## config.mk

```make
export PLATFORM = sky130hd
export DESIGN_NAME = imu_gps_frame_parser_unit
export DESIGN_NICKNAME = d
export VERILOG_FILES = /design/src/rtl/igfp_pkg.sv /design/src/rtl/igfp_front.sv /design/src/rtl/igfp_queue.sv /design/src/rtl/igfp_back.sv /design/src/rtl/imu_gps_frame_parser_unit.sv
export SDC_FILE = /design/constraint.sdc
export NUM_CORES = 1
export LEC_CHECK = 0
export BUFFER_PORTS_ARGS = -buffer_cell sky130_fd_sc_hd__buf_2
export CORE_MARGIN = 3
export CORE_UTILIZATION = 30
export DETAILED_ROUTE_END_ITERATION = 16
export PLACE_DENSITY_LB_ADDON = 0.2
export SYNTH_ARGS = -nofsm -noshare
export SYNTH_HDL_FRONTEND = slang
export SYNTH_HIERARCHICAL = 1
export SYNTH_SLANG_ARGS = --single-unit
```

## constraint.sdc

```tcl
create_clock -name clk -period 13.25 [get_ports clk]
set_clock_uncertainty 0.15 [all_clocks]
set_input_delay 2.65 -clock clk [delete_from_list [all_inputs] [get_ports clk]]
set_output_delay 2.65 -clock clk [all_outputs]
set_load 0.1 [all_outputs]
```

## src/rtl/igfp_pkg.sv

```systemverilog
// ----------------------------------------------------------------------------
// igfp_pkg: shared types and constants of the IMU/GPS frame parser
// Phase codes, status codes and the word passed from front to back.
// ----------------------------------------------------------------------------
package igfp_pkg;

    localparam int MAX_PAYLOAD_DEF = 28;
    localparam int QUEUE_DEPTH     = 2;

    localparam logic [7:0] SYNC0    = 8'h44;
    localparam logic [7:0] SYNC1    = 8'h49;
    localparam logic [7:0] SYNC2    = 8'h59;
    localparam logic [7:0] SYNC3    = 8'h64;
    localparam logic [7:0] MSG_ATT  = 8'h02;
    localparam logic [7:0] MSG_POS  = 8'h03;
    localparam logic [7:0] MSG_ATTA = 8'h04;
    localparam logic [7:0] MSG_PERF = 8'h0a;

    typedef enum logic [3:0] {
        PH_HUNT, PH_S1, PH_S2, PH_S3, PH_LEN, PH_MSG, PH_PAY, PH_CKA, PH_CKB
    } phase_t;

    typedef enum logic [2:0] {
        ST_ATT, ST_POS, ST_ATTA, ST_PERF, ST_UNKNOWN, ST_CKSUM, ST_LEN
    } status_t;

    typedef enum logic [1:0] {
        OP_NONE, OP_STORE, OP_EMIT
    } op_t;

    // Word from the front (classifier) to the back (store and decoder).
    typedef struct packed {
        op_t        op;
        logic [7:0] data;
        logic [7:0] index;
        status_t    status;
    } cmd_t;

endpackage

```

## src/rtl/igfp_front.sv

```systemverilog
// ----------------------------------------------------------------------------
// igfp_front: sync hunt, length check and checksum
// Classifies each byte and issues store and emit commands to the back end.
// ----------------------------------------------------------------------------
module igfp_front
    import igfp_pkg::*;
#(
    parameter int MAX_PAYLOAD = MAX_PAYLOAD_DEF
)
(
    input  logic       clk,
    input  logic       rst_n,
    input  logic       in_fire,
    input  logic [7:0] rx_byte,
    output cmd_t       cmd
);

    phase_t     phase_reg, phase_next;
    logic [7:0] len_reg, len_next;
    logic [7:0] kind_reg, kind_next;
    logic [7:0] cnt_reg, cnt_next;
    logic [7:0] sa_reg, sa_next;
    logic [7:0] sb_reg, sb_next;
    logic [7:0] rsa_reg, rsa_next;
    logic [7:0] sa_add;

    always_ff @(posedge clk or negedge rst_n)
    begin
        if (!rst_n)
        begin
            phase_reg <= PH_HUNT;
            len_reg   <= '0;
            kind_reg  <= '0;
            cnt_reg   <= '0;
            sa_reg    <= '0;
            sb_reg    <= '0;
            rsa_reg   <= '0;
        end
        else if (in_fire)
        begin
            phase_reg <= phase_next;
            len_reg   <= len_next;
            kind_reg  <= kind_next;
            cnt_reg   <= cnt_next;
            sa_reg    <= sa_next;
            sb_reg    <= sb_next;
            rsa_reg   <= rsa_next;
        end
    end

    assign sa_add = sa_reg + rx_byte;

    always_comb
    begin
        phase_next = PH_HUNT;
        len_next   = len_reg;
        kind_next  = kind_reg;
        cnt_next   = cnt_reg;
        sa_next    = sa_reg;
        sb_next    = sb_reg;
        rsa_next   = rsa_reg;
        cmd.op     = OP_NONE;
        cmd.data   = rx_byte;
        cmd.index  = cnt_reg;
        cmd.status = ST_CKSUM;
        case (phase_reg)
            PH_S1: phase_next = (rx_byte == SYNC1) ? PH_S2 : PH_HUNT;
            PH_S2: phase_next = (rx_byte == SYNC2) ? PH_S3 : PH_HUNT;
            PH_S3: phase_next = (rx_byte == SYNC3) ? PH_LEN : PH_HUNT;
            PH_LEN:
            begin
                len_next = rx_byte;
                if (rx_byte > 8'(MAX_PAYLOAD))
                begin
                    cmd.op     = OP_EMIT;
                    cmd.status = ST_LEN;
                    cnt_next   = '0;
                    sa_next    = '0;
                    sb_next    = '0;
                end
                else
                begin
                    sa_next    = sa_add;
                    sb_next    = sb_reg + sa_add;
                    phase_next = PH_MSG;
                end
            end
            PH_MSG:
            begin
                kind_next  = rx_byte;
                sa_next    = sa_add;
                sb_next    = sb_reg + sa_add;
                phase_next = PH_PAY;
            end
            PH_PAY:
            begin
                if (cnt_reg < 8'(MAX_PAYLOAD))
                    cmd.op = OP_STORE;
                sa_next  = sa_add;
                sb_next  = sb_reg + sa_add;
                if (cnt_reg != 8'hff)
                    cnt_next = cnt_reg + 8'd1;
                phase_next = (cnt_next >= len_reg) ? PH_CKA : PH_PAY;
            end
            PH_CKA:
            begin
                rsa_next   = rx_byte;
                phase_next = PH_CKB;
            end
            PH_CKB:
            begin
                cmd.op = OP_EMIT;
                if (sa_reg != rsa_reg || sb_reg != rx_byte)
                    cmd.status = ST_CKSUM;
                else
                    case (kind_reg)
                        MSG_ATT:  cmd.status = ST_ATT;
                        MSG_POS:  cmd.status = ST_POS;
                        MSG_ATTA: cmd.status = ST_ATTA;
                        MSG_PERF: cmd.status = ST_PERF;
                        default:  cmd.status = ST_UNKNOWN;
                    endcase
                cnt_next = '0;
                sa_next  = '0;
                sb_next  = '0;
            end
            default: phase_next = (rx_byte == SYNC0) ? PH_S1 : PH_HUNT;
        endcase
    end

    a_len_reject: assert property (@(posedge clk) disable iff (!rst_n)
        in_fire && phase_reg == PH_LEN && rx_byte > 8'(MAX_PAYLOAD)
        |=> phase_reg == PH_HUNT && sa_reg == 8'd0)
        else $error("length reject did not restart");
    a_emit_restart: assert property (@(posedge clk) disable iff (!rst_n)
        in_fire && phase_reg == PH_CKB |=> cnt_reg == 8'd0 && phase_reg == PH_HUNT)
        else $error("frame end did not restart");
    a_store_bound: assert property (@(posedge clk) disable iff (!rst_n)
        cmd.op == OP_STORE |-> cmd.index < 8'(MAX_PAYLOAD))
        else $error("store beyond payload");

endmodule

```

## src/rtl/igfp_queue.sv

```systemverilog
// ----------------------------------------------------------------------------
// igfp_queue: short command queue between front and back
// Two-entry FIFO of command words with full and empty flags.
// ----------------------------------------------------------------------------
module igfp_queue
    import igfp_pkg::*;
(
    input  logic clk,
    input  logic rst_n,
    input  logic push,
    input  cmd_t wr_cmd,
    input  logic pop,
    output cmd_t rd_cmd,
    output logic not_empty,
    output logic not_full
);

    cmd_t       mem_reg [QUEUE_DEPTH];
    logic       wp_reg, wp_next;
    logic       rp_reg, rp_next;
    logic [1:0] cnt_reg, cnt_next;

    always_comb
    begin
        wp_next  = push ? ~wp_reg : wp_reg;
        rp_next  = pop ? ~rp_reg : rp_reg;
        cnt_next = cnt_reg + {1'b0, push} - {1'b0, pop};
    end

    always_ff @(posedge clk or negedge rst_n)
    begin
        if (!rst_n)
        begin
            wp_reg  <= 1'b0;
            rp_reg  <= 1'b0;
            cnt_reg <= '0;
        end
        else
        begin
            wp_reg  <= wp_next;
            rp_reg  <= rp_next;
            cnt_reg <= cnt_next;
        end
    end

    always_ff @(posedge clk)
    begin
        if (push)
            mem_reg[wp_reg] <= wr_cmd;
    end

    assign rd_cmd    = mem_reg[rp_reg];
    assign not_empty = (cnt_reg != 2'd0);
    assign not_full  = (cnt_reg != 2'(QUEUE_DEPTH));

    a_no_over: assert property (@(posedge clk) disable iff (!rst_n)
        push |-> not_full || pop)
        else $error("queue overflow");
    a_no_under: assert property (@(posedge clk) disable iff (!rst_n)
        pop |-> not_empty)
        else $error("queue underflow");
    a_cnt: assert property (@(posedge clk) disable iff (!rst_n)
        cnt_reg <= 2'(QUEUE_DEPTH))
        else $error("queue count out of range");

endmodule

```

## src/rtl/igfp_back.sv

```systemverilog
// ----------------------------------------------------------------------------
// igfp_back: payload store and result decoder
// Executes store commands and builds result words into an output register.
// ----------------------------------------------------------------------------
module igfp_back
    import igfp_pkg::*;
#(
    parameter int MAX_PAYLOAD = MAX_PAYLOAD_DEF
)
(
    input  logic         clk,
    input  logic         rst_n,
    input  cmd_t         cmd,
    input  logic         cmd_valid,
    output logic         cmd_pop,
    output logic         m_axis_tvalid,
    input  logic         m_axis_tready,
    output logic [207:0] m_axis_tdata
);

    logic [7:0]   pay_reg [MAX_PAYLOAD];
    logic         ovalid_reg, ovalid_next;
    logic [207:0] odata_reg;
    logic [207:0] odata_next;
    logic         slot_free;
    logic [15:0]  w0, w2, w4, w6, w8, w10, w14, w16;
    logic [19:0]  alt;

    function automatic logic [7:0] pb(input int i);
        pb = (i < MAX_PAYLOAD) ? pay_reg[i] : 8'h00;
    endfunction

    assign slot_free = !ovalid_reg || m_axis_tready;
    assign cmd_pop   = cmd_valid && (cmd.op != OP_EMIT || slot_free);

    always_ff @(posedge clk or negedge rst_n)
    begin
        if (!rst_n)
            for (int i = 0; i < MAX_PAYLOAD; i++)
                pay_reg[i] <= 8'h00;
        else if (cmd_pop && cmd.op == OP_STORE)
            pay_reg[cmd.index[$clog2(MAX_PAYLOAD)-1:0]] <= cmd.data;
    end

    always_comb
    begin
        w0  = {pb(1), pb(0)};
        w2  = {pb(3), pb(2)};
        w4  = {pb(5), pb(4)};
        w6  = {pb(7), pb(6)};
        w8  = {pb(9), pb(8)};
        w10 = {pb(11), pb(10)};
        w14 = {pb(15), pb(14)};
        w16 = {pb(17), pb(16)};
        alt = 20'({{4{w8[15]}}, w8} <<< 3) + 20'({{4{w8[15]}}, w8} <<< 1);
        odata_next = '0;
        odata_next[2:0] = cmd.status;
        case (cmd.status)
            ST_ATT, ST_ATTA:
            begin
                odata_next[18:3]  = w0;
                odata_next[34:19] = w2;
                odata_next[50:35] = w4;
                if (cmd.status == ST_ATTA)
                    odata_next[66:51] = w6;
            end
            ST_POS:
            begin
                odata_next[98:67]   = {w2, w0};
                odata_next[130:99]  = {w6, w4};
                odata_next[150:131] = alt;
                odata_next[166:151] = w10;
                odata_next[198:167] = {w16, w14};
                odata_next[206:199] = pb(15);
            end
            default: ;
        endcase
    end

    always_comb
    begin
        ovalid_next = ovalid_reg;
        if (m_axis_tready)
            ovalid_next = 1'b0;
        if (cmd_pop && cmd.op == OP_EMIT)
            ovalid_next = 1'b1;
    end

    always_ff @(posedge clk or negedge rst_n)
    begin
        if (!rst_n)
            ovalid_reg <= 1'b0;
        else
            ovalid_reg <= ovalid_next;
    end

    always_ff @(posedge clk)
    begin
        if (cmd_pop && cmd.op == OP_EMIT)
            odata_reg <= odata_next;
    end

    assign m_axis_tvalid = ovalid_reg;
    assign m_axis_tdata  = odata_reg;

    a_hold: assert property (@(posedge clk) disable iff (!rst_n)
        ovalid_reg && !m_axis_tready |=> ovalid_reg && $stable(odata_reg))
        else $error("result lost under stall");
    a_emit_load: assert property (@(posedge clk) disable iff (!rst_n)
        cmd_pop && cmd.op == OP_EMIT |=> ovalid_reg)
        else $error("emit not shown");
    a_status: assert property (@(posedge clk) disable iff (!rst_n)
        ovalid_reg |-> odata_reg[2:0] != 3'd7)
        else $error("bad status code");

endmodule

```

## src/rtl/imu_gps_frame_parser_unit.sv

```systemverilog
// A frame's last byte queues an emit command; its result is then registered.
// One byte per cycle while the queue has room; front and back run concurrently.
// The two-entry command queue and the output register decouple input and output.
// Reset: asynchronous, active low; the parser returns to sync hunt and the
// payload store clears to zero.
// ----------------------------------------------------------------------------
// imu_gps_frame_parser_unit: top level of the IMU/GPS frame parser
// Front end classifies bytes, queue carries commands, back end decodes frames.
// ----------------------------------------------------------------------------
module imu_gps_frame_parser_unit
    import igfp_pkg::*;
#(
    parameter int MAX_PAYLOAD = MAX_PAYLOAD_DEF
)
(
    input  logic         clk,
    input  logic         rst_n,
    input  logic         s_axis_tvalid,
    output logic         s_axis_tready,
    input  logic [7:0]   s_axis_tdata,  // rx_byte
    output logic         m_axis_tvalid,
    input  logic         m_axis_tready,
    // frame_status, roll, pitch, heading, air_speed, longitude, latitude,
    // altitude, gnd_speed, fix_time, health, zero pad
    output logic [207:0] m_axis_tdata
);

    cmd_t fcmd, qcmd;
    logic in_fire, push, pop, q_ne, q_nf;

    assign s_axis_tready = q_nf;
    assign in_fire       = s_axis_tvalid && s_axis_tready;
    assign push          = in_fire && fcmd.op != OP_NONE;

    igfp_front #(.MAX_PAYLOAD(MAX_PAYLOAD)) u_front (
        .clk     (clk),
        .rst_n   (rst_n),
        .in_fire (in_fire),
        .rx_byte (s_axis_tdata),
        .cmd     (fcmd)
    );

    igfp_queue u_queue (
        .clk       (clk),
        .rst_n     (rst_n),
        .push      (push),
        .wr_cmd    (fcmd),
        .pop       (pop),
        .rd_cmd    (qcmd),
        .not_empty (q_ne),
        .not_full  (q_nf)
    );

    igfp_back #(.MAX_PAYLOAD(MAX_PAYLOAD)) u_back (
        .clk           (clk),
        .rst_n         (rst_n),
        .cmd           (qcmd),
        .cmd_valid     (q_ne),
        .cmd_pop       (pop),
        .m_axis_tvalid (m_axis_tvalid),
        .m_axis_tready (m_axis_tready),
        .m_axis_tdata  (m_axis_tdata)
    );

endmodule
```

# Yosys cells after proc, flatten, opt, wreduce, memory -nomap -nowiden
# Memory sizes are Yosys's and may differ from the RTL's.
# Cells that the tools add are included.
# word_totals
mem_bits_rw	42
output_inout_bits	210
wordCells	137
in_bits	12
mem_count	1
register_bits	488
# op_classes
n_bitwise	3
n_eq_ne	26
n_addsub	6
order_cmp	5
mux	29
n_reduce_logical	24
# mem_list
name	words	width	rd	rd_clocked_by_memory_dff	wr	line_no	rtl
u_queue.mem_reg	2	21	1	0	1	igfp_queue.sv:18	cmd_t mem_reg [QUEUE_DEPTH];
# op_table
cell	count
bitwise mux 224 bit	1
one-hot mux 8 bit (3 select lines)	3
two-way mux 8 bit	6
demux 8 bit (select 5 bit)	1
== test 8 x 7 -> 1 bit (second input constant)	4
one-hot mux 4 bit (8 select lines)	1
adder 19 x 17 -> 20 bit	1
adder 8 bit	2
== test 4 x 3 -> 1 bit (second input constant)	4
== test 8 x 2 -> 1 bit (second input constant)	2
inequality test 8 bit	2
one-hot mux 3 bit (4 select lines)	1
AND reduction 2 bit	5
two-way mux 3 bit	3
adder 8 x 1 -> 8 bit (second input constant)	1
== test 4 x 2 -> 1 bit (second input constant)	2
== test 8 x 3 -> 1 bit (second input constant)	1
== test 8 x 4 -> 1 bit (second input constant)	1
greater-or-equal comparator 8 bit	1
greater-than comparator 8 x 5 -> 1 bit (second input constant)	1
< comparator 8 x 5 -> 1 bit (second input constant)	1
two-way mux 2 bit	4
inequality test 8 bit (second input constant)	1
two-way mux 1 bit	7
other kinds (24)	37

# Depth between registers and ports, before layout
# logic_depth
depth_word	7
ltp_mapped	14
ltp_nobuf	14

# Hierarchy
# Netlist, hierarchy kept.
# modules_own_cells
module	seq_area_each_um2	area_each_um2	cells_per_inst	instances
igfp_back	9173.8	12967.4	827	1
igfp_front	1301.2	3502.1	374	1
igfp_queue	1361.3	1719.1	80	1
imu_gps_frame_parser_unit	0.0	16.3	2	1

# Worst setup path before layout
# No wires, ideal clock.
# synth_path
path_type	in2reg
startpoint	in m_axis_tready
endpoint	reg u_back.odata_reg[0] (netlist: u_back/m_axis_tdata[0]) (enable)
path_buffers	0
t_required_ps	12550
stages	4
slack_ps	5698
arrival_ps	6852
setup_ps	550
cell_sequence	nand2b_1 > o31a_1 > nand2_1 > inv_1
# synth_via
elab_chain_cells	4
# synth_rtl
item	line_no	rtl
from (decl)	imu_gps_frame_parser_unit.sv:22	input logic m_axis_tready,
logical OR 1 bit	igfp_back.sv:33	assign slot_free = !ovalid_reg || m_axis_tready;
logical OR 1 bit	igfp_back.sv:34	assign cmd_pop = cmd_valid && (cmd.op != OP_EMIT || slot_free);
logical AND 1 bit	igfp_back.sv:34	
net pop	imu_gps_frame_parser_unit.sv:29	logic in_fire, push, pop, q_ne, q_nf;
logical AND 1 bit	igfp_back.sv:99	if (cmd_pop && cmd.op == OP_EMIT)
to (signal assigned)	igfp_back.sv:100	odata_reg <= odata_next;
to (decl)	igfp_back.sv:23	logic [207:0] odata_reg;
# The timed path passes the listed nets, and every way through them passes these cells.
# A chain may end at the register's enable or synchronous reset.

# Final worst setup path
# layout_path
startpoint	in s_axis_tdata[0]
endpoint	reg u_front.sb_reg[7]
# layout_via
elab_chain_cells	4
word_cells_on_any_way	5
cone_classes	add/sub: 2; order compare: 1; mux: 2
# layout_rtl
item	line_no	rtl
from (decl)	imu_gps_frame_parser_unit.sv:20	input logic [7:0] s_axis_tdata,
adder 8 bit	igfp_front.sv:51	assign sa_add = sa_reg + rx_byte;
adder 8 bit	igfp_front.sv:84, igfp_front.sv:92, igfp_front.sv:100	
two-way mux 8 bit	igfp_front.sv:73	if (rx_byte > 8'(MAX_PAYLOAD))
one-hot mux 8 bit (3 select lines) (*)	igfp_front.sv:66	case (phase_reg)
to (signal assigned)	igfp_front.sv:46	sb_reg <= sb_next;
to (decl)	igfp_front.sv:23	logic [7:0] sb_reg, sb_next;
# Every way passes the cells marked *; elsewhere a longest branch is shown, timed or not.

==> results.json <==
{
  "clkTransAtPathRegs_ns": 0.06,
  "r2r-end": "u_back/m_axis_tdata[10]",
  "routed_wirelength_mm": 43.17,
  "p_leak_nw": 8.554,
  "antenna_found_initial": 1,
  "wl_per_cell_um": 18.84,
  "htreeDepth": 2,
  "cp.required_ns": 13.57,
  "avgViaCountPerCell": 4.660,
  "ant_nets": 0,
  "chipHeight_um": 250.9,
  "drive_gt1_share_pct": 31.80,
  "fp.coreArea_um2": 59130,
  "setup_viol": 0,
  "areaGrowthSynthToFinish_pct": 17.99,
  "cap_violations": 0,
  "largest_reg_flops": 198,
  "overflow": 0,
  "register_area_um2": 11660,
  "fmax_mhz": 177.1,
  "numCtsBuffers": 46,
  "status": "finished, final reports clean",
  "holdPathStages": 2,
  "worst_hold_path.endpoint": "u_front/len_reg[6]",
  "ys_warn_count": 6,
  "tightest_slew_ns": 1.029,
  "drt_iter0_drc": 556,
  "clock_sinks": 419,
  "crit_path_max_fanout": 10,
  "io_buffers": 219,
  "place_congestion": 0.7713,
  "finalNetCount": 1536,
  "layout_min_cycle_time_ns": 5.647,
  "synth_area_um2": 17990,
  "first_pass_iters": 5,
  "r2r_slack_ns": 9.29,
  "crit_path_top_delay_cell": "fa_1",
  "start_kind": "input pin",
  "power.density_nw_per_um2": 183.7,
  "layout_common_cells": "edfxtp_1 (234), buf_2 (218), dfrtp_1 (185)",
  "post-route-period-util_pct": 42.62,
  "syn_inst": 1274,
  "finalHoldViolations": 0,
  "num_rows": 89,
  "ios": 222,
  "drc": 0,
  "mostFrequentLayoutCell": "edfxtp_1",
  "die_w_um": 250.9,
  "crit_type": "input pin to flip-flop",
  "cts_root_buffer": "clkbuf_16",
  "num_vias": 10680,
  "slew_headroom_pct": 31.40,
  "post_cts_buffers": 0,
  "crit_arrival_ns": 5.97,
  "power_mw": 3.900,
  "initial_core_util_pct": 30.43,
  "crit_chain": "buf_2, ha_1, fa_1, a21o_2, a21oi_1, o21bai_1, a21oi_1, xnor2_1, ha_1, nand2_1, o21a_1, a31o_2, or3_1, a2111o_1, o21ai_1",
  "multi_input_comb_area_um2": 5918,
  "r2r_start": "u_queue/rp_reg",
  "dp_hpwl_mm": 28.53,
  "cts_hold_buffers": 0,
  "grt_pass1_wl_mm": 66.12,
  "diodes": 0,
  "n_fill_cell": 5753,
  "ir_drop_uv": 100.7,
  "grt_usage_pct": 13.64,
  "slew_violations": 0,
  "finalSetupTns_ns": 0,
  "grt_pass1_vias": 10790,
  "cts_buffer_depth": 3,
  "cp-end-kind": "flip-flop",
  "worstHoldStart": "u_front/len_reg[6]",
  "ctsResizeCount": 0,
  "min_path_type": "flip-flop to flip-flop",
  "reg2reg_depth": 6,
  "grt_max_degree": 117,
  "rsz0062_at_grt": "false",
  "clock_latency_ns": 0.56,
  "dieArea_um2": 62940,
  "crit_path_max_incr_delay_ns": 0.42,
  "cts_tree": "built",
  "avgSynthCellArea_um2": 14.12
}
==> critical path, delay by kind of cell <==
family	cells	cell delay [ns]
adder cells (fa/ha/maj)	3	1.03
AO/OA/AOI/OAI	8	1.60
buffers and inverters	1	0.18
XOR/XNOR	1	0.11
AND/OR/NAND/NOR	2	0.39
==> through the flow <==
step	setup slack (ns)	instance area [µm²]	hold slack, ns	instances	util [%]
after floorplan	5.698	17990	0.2998	1275	-
after global placement	7.086	19790	0.3280	2206	33.47
after detailed placement	7.042	19790	0.3274	2206	33.47
after CTS	7.638	21230	0.3408	2292	35.90
after global routing	7.424	21230	0.3520	2292	35.90
final	7.603	21230	0.3346	2292	35.90
==> worst max-delay path by stage <==
stage                     cells after the start                endpoint       startpoint  slack [ns]
after global routing                         15       u_front/sb_reg[7]  s_axis_tdata[0]        7.42
after global placement                       15       u_front/sb_reg[7]  s_axis_tdata[0]        7.09
after CTS                                    15       u_front/sb_reg[7]  s_axis_tdata[0]        7.64
final                                        15       u_front/sb_reg[7]  s_axis_tdata[0]        7.60
after floorplan                               4  u_back/m_axis_tdata[0]    m_axis_tready        5.70
after detailed placement                     15       u_front/sb_reg[7]  s_axis_tdata[0]        7.04
==> report_power, final <==
part           total (mW)  switching, mW  internal [mW]
Combinational       0.968          0.772          0.196
Clock                1.21          0.504          0.711
Sequential           1.72          0.107           1.61
Total                3.90           1.38           2.52
==> metal layers <==
metal / GRT usage, % / wire (µm)
met1: 18.43 / 19780
met3: 2.742 / 2042
met5: 0 / 0
met4: 3.066 / 707
met2: 22.81 / 20650
==> area by class of cell <==
class | count | area share, %
Tap cell | 773 | 4.556
Clock buffer | 68 | 6.047
Sequential cell | 419 | 54.91
Multi-Input combinational cell | 765 | 27.88
Timing Repair Buffer | 225 | 5.417
Inverter | 24 | 0.4597
Clock inverter | 18 | 0.7309
No activity file was read; power rests on OpenSTA's default activity.
